`src/rtl/core/lpsd_pkg.sv`:
```
`default_nettype none
package lpsd_pkg;

  localparam int unsigned HEADER_BYTES_DEF = 4;
  localparam int unsigned QUEUE_DEPTH_DEF  = 4;
  localparam logic [31:0] MAX_LEN_RESET    = 32'(343 * 1024);

  typedef logic [1:0] kind_t;

  localparam kind_t KIND_DATA  = 2'd0;
  localparam kind_t KIND_RTT   = 2'd1;
  localparam kind_t KIND_ECHO  = 2'd2;
  localparam kind_t KIND_OVERSZ = 2'd3;

  typedef struct packed {
    kind_t       kind;
    logic [7:0]  data;
    logic        first;
    logic        last;
    logic [31:0] len;
  } rec_t;

endpackage
`default_nettype wire

```
`src/rtl/core/length_prefixed_stream_deframer_top.sv`:
```
`default_nettype none
// Length-prefixed stream deframer. One received byte is taken per cycle
// while in_full is low; a big-endian length header of HEADER_BYTES bytes
// is gathered, a zero length yields an rtt reply marker, an all-ones
// length an echo request, a length above the configured maximum frame
// length an oversize error followed by silent skipping of that many bytes,
// and any other length passes its payload bytes out one per transaction
// with first/last marks. The parser handles one byte every cycle while
// in_full is low; its results go through a QUEUE_DEPTH-entry queue,
// visible on the out_ ports at the earliest from the cycle after the byte
// is taken. in_full rises only when the queue holds QUEUE_DEPTH results
// not yet popped. Write the maximum frame length only while idle.
module length_prefixed_stream_deframer_top
  import lpsd_pkg::*;
#(
  parameter int unsigned HEADER_BYTES = HEADER_BYTES_DEF,
  parameter int unsigned QUEUE_DEPTH  = QUEUE_DEPTH_DEF
) (
  input  wire logic        clk,
  input  wire logic        rst_n,
  input  wire logic        cfg_wr_en,
  input  wire logic [31:0] cfg_wr_data,
  input  wire logic        in_push,
  output logic             in_full,
  input  wire logic [7:0]  in_stream_byte,
  output logic             out_empty,
  input  wire logic        out_pop,
  output logic [1:0]       out_result_kind,
  output logic [7:0]       out_payload_byte,
  output logic             out_first_of_frame,
  output logic             out_last_of_frame,
  output logic [31:0]      out_frame_length
);

  rec_t res;
  rec_t head;
  logic res_vld;
  logic q_full;

  assign in_full = q_full;

  lpsd_front #(
    .HEADER_BYTES(HEADER_BYTES)
  ) u_front (
    .clk        (clk),
    .rst_n      (rst_n),
    .cfg_wr_en  (cfg_wr_en),
    .cfg_wr_data(cfg_wr_data),
    .in_vld     (in_push && !q_full),
    .in_byte    (in_stream_byte),
    .res        (res),
    .res_vld    (res_vld)
  );

  lpsd_queue #(
    .DEPTH(QUEUE_DEPTH)
  ) u_queue (
    .clk   (clk),
    .rst_n (rst_n),
    .push  (res_vld),
    .wr_rec(res),
    .full  (q_full),
    .pop   (out_pop),
    .rd_rec(head),
    .empty (out_empty)
  );

  assign out_result_kind    = head.kind;
  assign out_payload_byte   = head.data;
  assign out_first_of_frame = head.first;
  assign out_last_of_frame  = head.last;
  assign out_frame_length   = head.len;

endmodule
`default_nettype wire

```
`src/rtl/core/lpsd_front.sv`:
```
`default_nettype none
module lpsd_front
  import lpsd_pkg::*;
#(
  parameter int unsigned HEADER_BYTES = HEADER_BYTES_DEF
) (
  input  wire logic        clk,
  input  wire logic        rst_n,
  input  wire logic        cfg_wr_en,
  input  wire logic [31:0] cfg_wr_data,
  input  wire logic        in_vld,
  input  wire logic [7:0]  in_byte,
  output rec_t             res,
  output logic             res_vld
);

  localparam int unsigned HDR_W = 8 * HEADER_BYTES;
  localparam int unsigned ACC_W = HDR_W - 8;
  localparam int unsigned CNT_W = $clog2(HEADER_BYTES);
  localparam logic [CNT_W-1:0] CNT_LAST = CNT_W'(HEADER_BYTES - 1);
  localparam logic [31:0] ECHO_MASK =
    (HDR_W >= 32) ? 32'hffff_ffff : 32'((64'd1 << HDR_W) - 64'd1);

  localparam logic [1:0] ST_HUNT = 2'd0;
  localparam logic [1:0] ST_PASS = 2'd1;
  localparam logic [1:0] ST_SKIP = 2'd2;

  logic [1:0]       state_r, state_nxt;
  logic [ACC_W-1:0] acc_r, acc_nxt;
  logic [CNT_W-1:0] cnt_r, cnt_nxt;
  logic [31:0]      rem_r, rem_nxt;
  logic [31:0]      cur_r, cur_nxt;
  logic [31:0]      max_r;
  logic [31:0]      hdr_len;

  assign hdr_len = 32'({acc_r, in_byte});

  always_ff @(posedge clk) begin
    if (!rst_n) begin
      max_r <= MAX_LEN_RESET;
    end else if (cfg_wr_en) begin
      max_r <= cfg_wr_data;
    end
  end

  always_comb begin
    state_nxt = state_r;
    acc_nxt   = acc_r;
    cnt_nxt   = cnt_r;
    rem_nxt   = rem_r;
    cur_nxt   = cur_r;
    res_vld   = 1'b0;
    res       = '0;
    if (in_vld) begin
      unique case (state_r)
        ST_PASS: begin
          res_vld    = 1'b1;
          res.kind   = KIND_DATA;
          res.data   = in_byte;
          res.first  = (rem_r == cur_r);
          res.last   = (rem_r <= 32'd1);
          res.len    = cur_r;
          if (rem_r <= 32'd1) begin
            rem_nxt   = '0;
            state_nxt = ST_HUNT;
          end else begin
            rem_nxt = rem_r - 32'd1;
          end
        end
        ST_SKIP: begin
          if (rem_r <= 32'd1) begin
            rem_nxt   = '0;
            state_nxt = ST_HUNT;
          end else begin
            rem_nxt = rem_r - 32'd1;
          end
        end
        ST_HUNT: begin
          if (cnt_r == CNT_LAST) begin
            acc_nxt = '0;
            cnt_nxt = '0;
            if (hdr_len == 32'd0) begin
              res_vld  = 1'b1;
              res.kind = KIND_RTT;
            end else if (hdr_len == ECHO_MASK) begin
              res_vld  = 1'b1;
              res.kind = KIND_ECHO;
              res.len  = hdr_len;
            end else if (hdr_len > max_r) begin
              res_vld   = 1'b1;
              res.kind  = KIND_OVERSZ;
              res.len   = hdr_len;
              rem_nxt   = hdr_len;
              cur_nxt   = hdr_len;
              state_nxt = ST_SKIP;
            end else begin
              rem_nxt   = hdr_len;
              cur_nxt   = hdr_len;
              state_nxt = ST_PASS;
            end
          end else begin
            acc_nxt = ACC_W'({acc_r, in_byte});
            cnt_nxt = cnt_r + CNT_W'(1);
          end
        end
        default: begin
          state_nxt = ST_HUNT;
        end
      endcase
    end
  end

  always_ff @(posedge clk) begin
    if (!rst_n) begin
      state_r <= ST_HUNT;
      acc_r   <= '0;
      cnt_r   <= '0;
      rem_r   <= '0;
      cur_r   <= '0;
    end else begin
      state_r <= state_nxt;
      acc_r   <= acc_nxt;
      cnt_r   <= cnt_nxt;
      rem_r   <= rem_nxt;
      cur_r   <= cur_nxt;
    end
  end

`ifndef SYNTHESIS
  a_frame_rem_nonzero: assert property (@(posedge clk) disable iff (!rst_n)
    (state_r == ST_PASS || state_r == ST_SKIP) |-> rem_r != 32'd0)
    else $error("frame state with no bytes remaining");
  a_data_only_in_pass: assert property (@(posedge clk) disable iff (!rst_n)
    (in_vld && state_r == ST_PASS) |-> (res_vld && res.kind == KIND_DATA))
    else $error("payload byte not forwarded");
  a_marks_on_data_only: assert property (@(posedge clk) disable iff (!rst_n)
    (res_vld && res.kind != KIND_DATA) |-> (!res.first && !res.last && res.data == 8'd0))
    else $error("frame marks on a non-data transaction");
`endif

endmodule
`default_nettype wire

```
`src/rtl/core/lpsd_queue.sv`:
```
`default_nettype none
module lpsd_queue
  import lpsd_pkg::*;
#(
  parameter int unsigned DEPTH = QUEUE_DEPTH_DEF
) (
  input  wire logic clk,
  input  wire logic rst_n,
  input  wire logic push,
  input  wire rec_t wr_rec,
  output logic      full,
  input  wire logic pop,
  output rec_t      rd_rec,
  output logic      empty
);

  localparam int unsigned PTR_W = $clog2(DEPTH);
  localparam int unsigned CNT_W = $clog2(DEPTH + 1);
  localparam logic [PTR_W-1:0] PTR_LAST = PTR_W'(DEPTH - 1);
  localparam logic [CNT_W-1:0] CNT_FULL = CNT_W'(DEPTH);

  rec_t             mem [DEPTH];
  logic [PTR_W-1:0] wr_ptr_r, wr_ptr_nxt;
  logic [PTR_W-1:0] rd_ptr_r, rd_ptr_nxt;
  logic [CNT_W-1:0] cnt_r, cnt_nxt;
  logic             do_push, do_pop;

  assign full    = (cnt_r == CNT_FULL);
  assign empty   = (cnt_r == '0);
  assign do_push = push && !full;
  assign do_pop  = pop && !empty;
  assign rd_rec  = mem[rd_ptr_r];

  always_comb begin
    wr_ptr_nxt = wr_ptr_r;
    rd_ptr_nxt = rd_ptr_r;
    cnt_nxt    = cnt_r;
    if (do_push) begin
      wr_ptr_nxt = (wr_ptr_r == PTR_LAST) ? '0 : wr_ptr_r + PTR_W'(1);
    end
    if (do_pop) begin
      rd_ptr_nxt = (rd_ptr_r == PTR_LAST) ? '0 : rd_ptr_r + PTR_W'(1);
    end
    if (do_push && !do_pop) begin
      cnt_nxt = cnt_r + CNT_W'(1);
    end else if (do_pop && !do_push) begin
      cnt_nxt = cnt_r - CNT_W'(1);
    end
  end

  always_ff @(posedge clk) begin
    if (do_push) begin
      mem[wr_ptr_r] <= wr_rec;
    end
  end

  always_ff @(posedge clk) begin
    if (!rst_n) begin
      wr_ptr_r <= '0;
      rd_ptr_r <= '0;
      cnt_r    <= '0;
    end else begin
      wr_ptr_r <= wr_ptr_nxt;
      rd_ptr_r <= rd_ptr_nxt;
      cnt_r    <= cnt_nxt;
    end
  end

`ifndef SYNTHESIS
  a_no_push_when_full: assert property (@(posedge clk) disable iff (!rst_n)
    push |-> !full)
    else $error("transaction pushed into a full queue");
  a_cnt_bound: assert property (@(posedge clk) disable iff (!rst_n)
    cnt_r <= CNT_FULL)
    else $error("queue count overflow");
  a_ptr_gap: assert property (@(posedge clk) disable iff (!rst_n)
    (cnt_r != '0 && cnt_r != CNT_FULL) |-> wr_ptr_r != rd_ptr_r)
    else $error("queue pointers disagree with count");
`endif

endmodule
`default_nettype wire
```
`config.mk`:
```
export PLATFORM = sky130hd
export DESIGN_NAME = length_prefixed_stream_deframer_top
export DESIGN_NICKNAME = d
export VERILOG_FILES = /design/src/rtl/core/lpsd_pkg.sv /design/src/rtl/core/length_prefixed_stream_deframer_top.sv /design/src/rtl/core/lpsd_front.sv /design/src/rtl/core/lpsd_queue.sv
export SDC_FILE = /design/constraint.sdc
export NUM_CORES = 1
export LEC_CHECK = 0
export ABC_AREA = 1
export BUFFER_PORTS_ARGS = -buffer_cell sky130_fd_sc_hd__buf_2
export CAP_MARGIN = 40
export CORE_MARGIN = 2
export CORE_UTILIZATION = 35
export CTS_CLUSTER_DIAMETER = 60
export DETAILED_ROUTE_END_ITERATION = 10
export SLEW_MARGIN = 40
export SYNTH_ARGS = -nofsm -noshare
export SYNTH_HDL_FRONTEND = slang
export SYNTH_SLANG_ARGS = --single-unit
```
`constraint.sdc`:
```
create_clock -name clk -period 8.2 [get_ports clk]
set_input_delay 0.82 -clock clk [delete_from_list [all_inputs] [get_ports clk]]
set_output_delay 0.82 -clock clk [all_outputs]
set_load 0.05 [all_outputs]
```
**Yosys cells after proc, flatten, opt, wreduce, memory -nomap -nowiden**

Memory sizes are Yosys's and may differ from the RTL's. A register that Yosys moved wholly into a read port is not among the register bits.
Index checks and enable logic that the tools add are counted.

- Register bits after elaboration: 131
- Logic and storage cells: 90
- Output and inout bits: 46
- Bits of input ports: 45
- Memory bits (writable): 176
- Memories kept: 1

Memory list:

| memory | words | bits a word | read ports | clocked after Yosys merged registers in | wr ports | line | source |
|---|---|---|---|---|---|---|---|
| u_queue.mem | 4 | 44 | 1 | 1 | 1 | lpsd_queue.sv:22 | `rec_t mem [DEPTH];` |

- Multiplexer cells: 39
- Add/subtract/negate cells: 6
- $lt $le $gt $ge: 2
- Reduce and logical (&&, ||, !) cells: 19
- Bitwise operators: 2
- Equality and inequality tests: 12

Operators with widths:

| operator | number |
|---|---|
| $mux 32 | 8 |
| $pmux 32 s2 | 2 |
| $mux 44 | 1 |
| $eq 32x32->1 | 1 |
| $eq 32x32->1 const B | 1 |
| $gt 32x32->1 | 1 |
| $le 32x1->1 const B | 1 |
| $logic_not 32->1 | 1 |
| $sub 32x1->32 const B | 1 |
| $mux 2 | 15 |
| $mux 24 | 1 |
| $reduce_and 5->1 | 3 |
| $mux 10 | 1 |
| $eq 2x2->1 const B | 4 |
| $mux 1 | 7 |
| $add 2x1->2 const B | 3 |
| $mux 3 | 2 |
| $logic_and 1x1->1 | 5 |
| $logic_not 1->1 | 4 |
| $ne 2x1->1 const B | 2 |
| $ne 2x2->1 const B | 2 |
| $pmux 2 s2 | 1 |
| $reduce_bool 2->1 | 2 |
| $add 3x1->3 const B | 1 |
| other kinds (9) | 10 |

**Longest topological paths before layout**

- Depth after elaboration: 12
- Gate-level depth with buffers: 25
- Gate-level depth less buffers: 25

**Cells and area by module**

A second synthesis with hierarchy kept.

- Cells, all modules: 1666
- Area, all modules: 15250.9 um^2

By module, submodules not included:

| module | seq. area each (um^2) | instances | area an instance (um^2) | cells each |
|---|---|---|---|---|
| lpsd_front | 2482.4 | 1 | 8129.0 | 1169 |
| lpsd_queue | 5465.2 | 1 | 7111.8 | 495 |
| length_prefixed_stream_deframer_top | 0.0 | 1 | 10.0 | 2 |

**Worst setup path after synthesis**

No wires, ideal clock.

- Path kind: input port to flip-flop
- Start point: in in_stream_byte[7]
- End point: mem u_queue.mem[0][0] in the netlist's numbering (enable)
- Arrival: 5.101 ns
- Data required time: 7.687 ns
- Stages on the path: 13
- Library setup time: 0.513 ns
- Buffers on the path: 0
- Setup slack: 2.586 ns
- Cells stage by stage: ha_1 nand2_1 nor2_1 nand2_1 nand2_1 nand2_1 nand2_1 nand2_1 nand2_1 nand2_1 nand2_2 nand2_1 a21boi_0

- Longest elaborated chain between the ends: 10
- Elaborated cells between the ends (all ways): 12
- Classes of those cells: order compare: 1; eq/ne: 1; mux: 8; reduce/logical: 2

RTL lines:

| element | line | source |
|---|---|---|
| from (decl) | length_prefixed_stream_deframer_top.sv:25 | `input wire logic [7:0] in_stream_byte,` |
| $gt 32x32->1 | lpsd_front.sv:89 | `end else if (hdr_len > max_r) begin` |
| $mux 1 | lpsd_front.sv:89 |  |
| $mux 1 | lpsd_front.sv:85 | `end else if (hdr_len == ECHO_MASK) begin` |
| $mux 1 * | lpsd_front.sv:82 | `if (hdr_len == 32'd0) begin` |
| $mux 1 * | lpsd_front.sv:79 | `if (cnt_r == CNT_LAST) begin` |
| $pmux 1 s2 * | lpsd_front.sv:55 | `unique case (state_r)` |
| $mux 1 * | lpsd_front.sv:54 | `if (in_vld) begin` |
| $logic_and 1x1->1 * | lpsd_queue.sv:30 | `assign do_push = push && !full;` |
| $mux 1 * | lpsd_queue.sv:52 | `if (do_push) begin` |
| $mux 1 (not written as such) * | lpsd_queue.sv:53 | `mem[wr_ptr_r] <= wr_rec;` |
| to (decl) | lpsd_queue.sv:22 |  |

Mark *: on every way between the ends. The rest lies on a longest branch, timed or not.

**Worst setup path after layout**

- Start point: reg u_front.state_r[1]
- End point: mem u_queue.mem[3][4] in the netlist's numbering (enable)

- Longest elaborated chain between the ends: 6
- Elaborated cells between the ends (all ways): 7
- Classes of those cells: eq/ne: 1; mux: 4; reduce/logical: 2

RTL lines:

| element | line | source |
|---|---|---|
| from (decl) | lpsd_front.sv:28 | `logic [1:0] state_r, state_nxt;` |
| from (signal assigned) | lpsd_front.sv:121 | `state_r <= state_nxt;` |
| $eq 2x1->1 or $logic_not 2->1 (tied branches) | lpsd_front.sv:55 |  |
| $pmux 1 s2 * | lpsd_front.sv:55 |  |
| $mux 1 * | lpsd_front.sv:54 |  |
| $logic_and 1x1->1 * | lpsd_queue.sv:30 |  |
| $mux 1 * | lpsd_queue.sv:52 |  |
| $mux 1 (not written as such) * | lpsd_queue.sv:53 |  |

Marked as above.

==> metrics.txt <==
status completed; post-synthesis compound-gate area fraction 16.2%; simple-gate share of the synthesized area about 18%; Residual DRC 0; area of the die 43,600 um2; Req. time, crit path about 8.4 ns; final worst path period share between 50 and 60%; top cells by count, synth nand2_1 (226), nor2_1 (191), o21ai_0 (177); Die X-Extent between 200 and 250 um; area share of the largest cell type after synthesis a little over a third; Startpoint Class flip-flop; worst path cell trace inv_1 > ha_2 > buf_4 > inv_1 > nor2_4 > inv_2 > nor2_1 > nand2_1 > a21oi_4 > buf_4; Final Non-Filler Cells ~2,300; total negative setup slack 0 ns; worst setup path startpoint u_front.state_r[1]; dpl cells roughly 2,200; Fin. Hold Viols 0; Sink Count a little over 300; final setup vio count 0; xor/xnor share of the synthesized area about 1.6%; min-delay src u_front.max_r[23]; Port-buffer cells 90; pwr dens around 320 nW/um2; I/O Pins 91; VDD IR-drop max between 0.00015 and 0.0002 V; Pleak 6.65 nW; worst slew pin tran ~0.87 ns; hold_buf cts 0; Crit path arrival time ~4.8 ns; final wirelength roughly 42 mm; via count ~12,000; Syn Nets 1,733; Reg area slightly below 8000 um2; Final ANT Viol Nets 0; Syn Std Cell Area around 15,000 um2; min cycle time layout about 4.6 ns; FF+latch count, synth 309; CTS root buf clkbuf_16; Tot GR Track Use a little under a fifth; Cell Rows 75; CP max FO 52; top achievable clock speed 218 MHz; yosys warns 0; largest net degree at the start of global routing a little over 80; 1st-iter DRT viols about 1,200; Tot Pwr ~5.4 mW; layout cells sized above 1 between 10% and 20%; Clock Skew roughly 0.035 ns; clock buffer depth 3; CTS tree built; post-synthesis sequential area ratio 54.1%; worst skew pair latency 0.54 ns; FILL cells 4,121; Synth-to-Final Area Change 14.6%; launch point of the worst reg-to-reg path u_front.state_r[1]; htree depth 2; Detailed Routing Iterations Pass 1 6; Cell variety after synth 50; largest family of logic cells by synthesized area simple AND/OR/NAND/NOR gates; Placer Congestion approximately 0.96; Post-Synth Adder-Cell Area approximately 3.8%; Gate Count Post-Synth 1,644; MaxCap Viol Count 0; Post-synth EDFFs around 180; multiplexer share of the synthesized area 0%; GRT overflow 0; cell with the most instances after synthesis nand2_1; DR WL/cell 18.6 um; Worst slew margin between 40% and 50%; Avg Synthesized Cell Area 8.93 um2; core area 41,700 um2; initial antenna violation count 0; initial core utilization a little over a third; fin nets roughly 1,800; slowest stage delay, CP approximately 0.67 ns; n_diodes 0; CP max stage cell a21oi_4; Multi-input gate area between 5000 and 6000 um2; postcts setup bufs 0; Slew Limit Fails 0; fin util between 40% and 50%; Most used DFF post-synth edfxtp_1; global-route wire length before repair approximately 65 mm; die height approximately 210 um; TritonCTS Buffers 37; hold crit path type reg2reg; Area contributors post-synth edfxtp_1 (36%), dfxtp_1 (18%), o21ai_0 (6.0%); Setup crit end kind flip-flop; Synth area leader edfxtp_1; cts repair resizes 0; RSZ-0062 raised after global routing false; number of global-route vias before repair about 11,000; DP Wirelength roughly 28 mm; CP Class reg2reg; Post-synth ARST share 0%; vias per std cell ~5.3; clock slew at reported path FFs around 0.060 ns
-- sequential cells by signal, summed over array words and instances (netlist names), named ones only --
register	cells
u_front.cur_r	32
u_front.cnt_r	2
u_queue.rd_ptr_r	2
u_queue.wr_ptr_r	2
u_front.acc_r	24
u_front.rem_r	32
u_queue.mem	176
u_front.max_r	32
u_queue.cnt_r	3
u_front.state_r	2
-- through the flow --
step / instance area [um2] / hold WS (ns) / setup WS (ns)
final: 16800 / 0.464 / 3.61
after floorplan: 14700 / 0.437 / 2.59
after CTS: 16800 / 0.469 / 3.24
after detailed placement: 15600 / 0.462 / 3.26
after global routing: 16800 / 0.484 / 3.23
after global placement: 15600 / 0.459 / 3.39
-- worst paths after layout --
path	cells after the start	endpoint	slack, ns
worst min register to register	2	u_front.max_r[23]	0.46
worst min-delay path	2	u_front.max_r[23]	0.46
worst max register to register	10	u_queue.mem[3][4]	3.61
worst max-delay path	10	u_queue.mem[3][4]	3.61
-- cell usage in the layout (no fill, tap or decap), drive strengths merged --
cell / Yosys / routed
a31o: 1 / 1
o21ai: 186 / 186
clkinvlp: 0 / 2
a21o: 1 / 1
o22ai: 69 / 69
xor2: 24 / 24
o21a: 3 / 3
a21boi: 4 / 4
fa: 1 / 1
nor2: 207 / 207
o211a: 1 / 1
buf: 26 / 105
nand3b: 1 / 1
clkinv: 6 / 18
a2111oi: 1 / 1
o31ai: 3 / 3
and2: 1 / 1
inv: 158 / 159
ha: 43 / 43
bufinv: 0 / 3
nor3: 17 / 17
nor4: 8 / 8
xnor2: 3 / 3
nor3b: 1 / 1
edfxtp: 176 / 176
dfxtp: 133 / 133
a21oi: 173 / 173
a221oi: 3 / 3
nand4: 39 / 39
nand2: 234 / 234
nand3: 59 / 59
nor4b: 1 / 1
clkbuf: 61 / 48
-- report_power, final --
part	internal [mW]	leakage (nW)	switching, mW	total (mW)
combinational	0.493	3.28	1.49	1.98
clock	0.973	0.592	0.652	1.62
sequential	1.70	2.79	0.111	1.81
total	3.17	6.65	2.25	5.42
-- cell type report --
type                       instances  area share [%]
sequential                       309            47.2
multi-input combinational       1084            34.4
clock buffer                      48            5.99
tap                              539            4.01
inverter                         164            3.68
timing repair buffer             105            3.35
clock inverter                    18            1.29
-- metal layers --
metal  track usage, %  vias up  wire (um)
met1             26.0     5665      18700
met5                0        -          0
li1                 -     5787          -
met2             30.4      417      19100
met4             6.97        0       1510
met3             3.65       77       2960
-- logic make-up (layout without fill, tap and decap cells) --
logic type      after synthesis  in the layout
compound gates              445            445
xor+xnor                     27             27
buf+inv                     251            335
flops                       309            309
fa+ha+maj                    44             44
simple gates                568            568
-- worst max-delay path: cells and delay by family (launching register included) --
kind,cells,cell delay (ns)
adder cells (fa/ha/maj),1,0.16
flip-flops,1,0.31
buffers and inverters,5,1.86
AO/OA/AOI/OAI,1,0.67
AND/OR/NAND/NOR,3,1.20
Note: power is estimated with default switching activity, not from simulation.
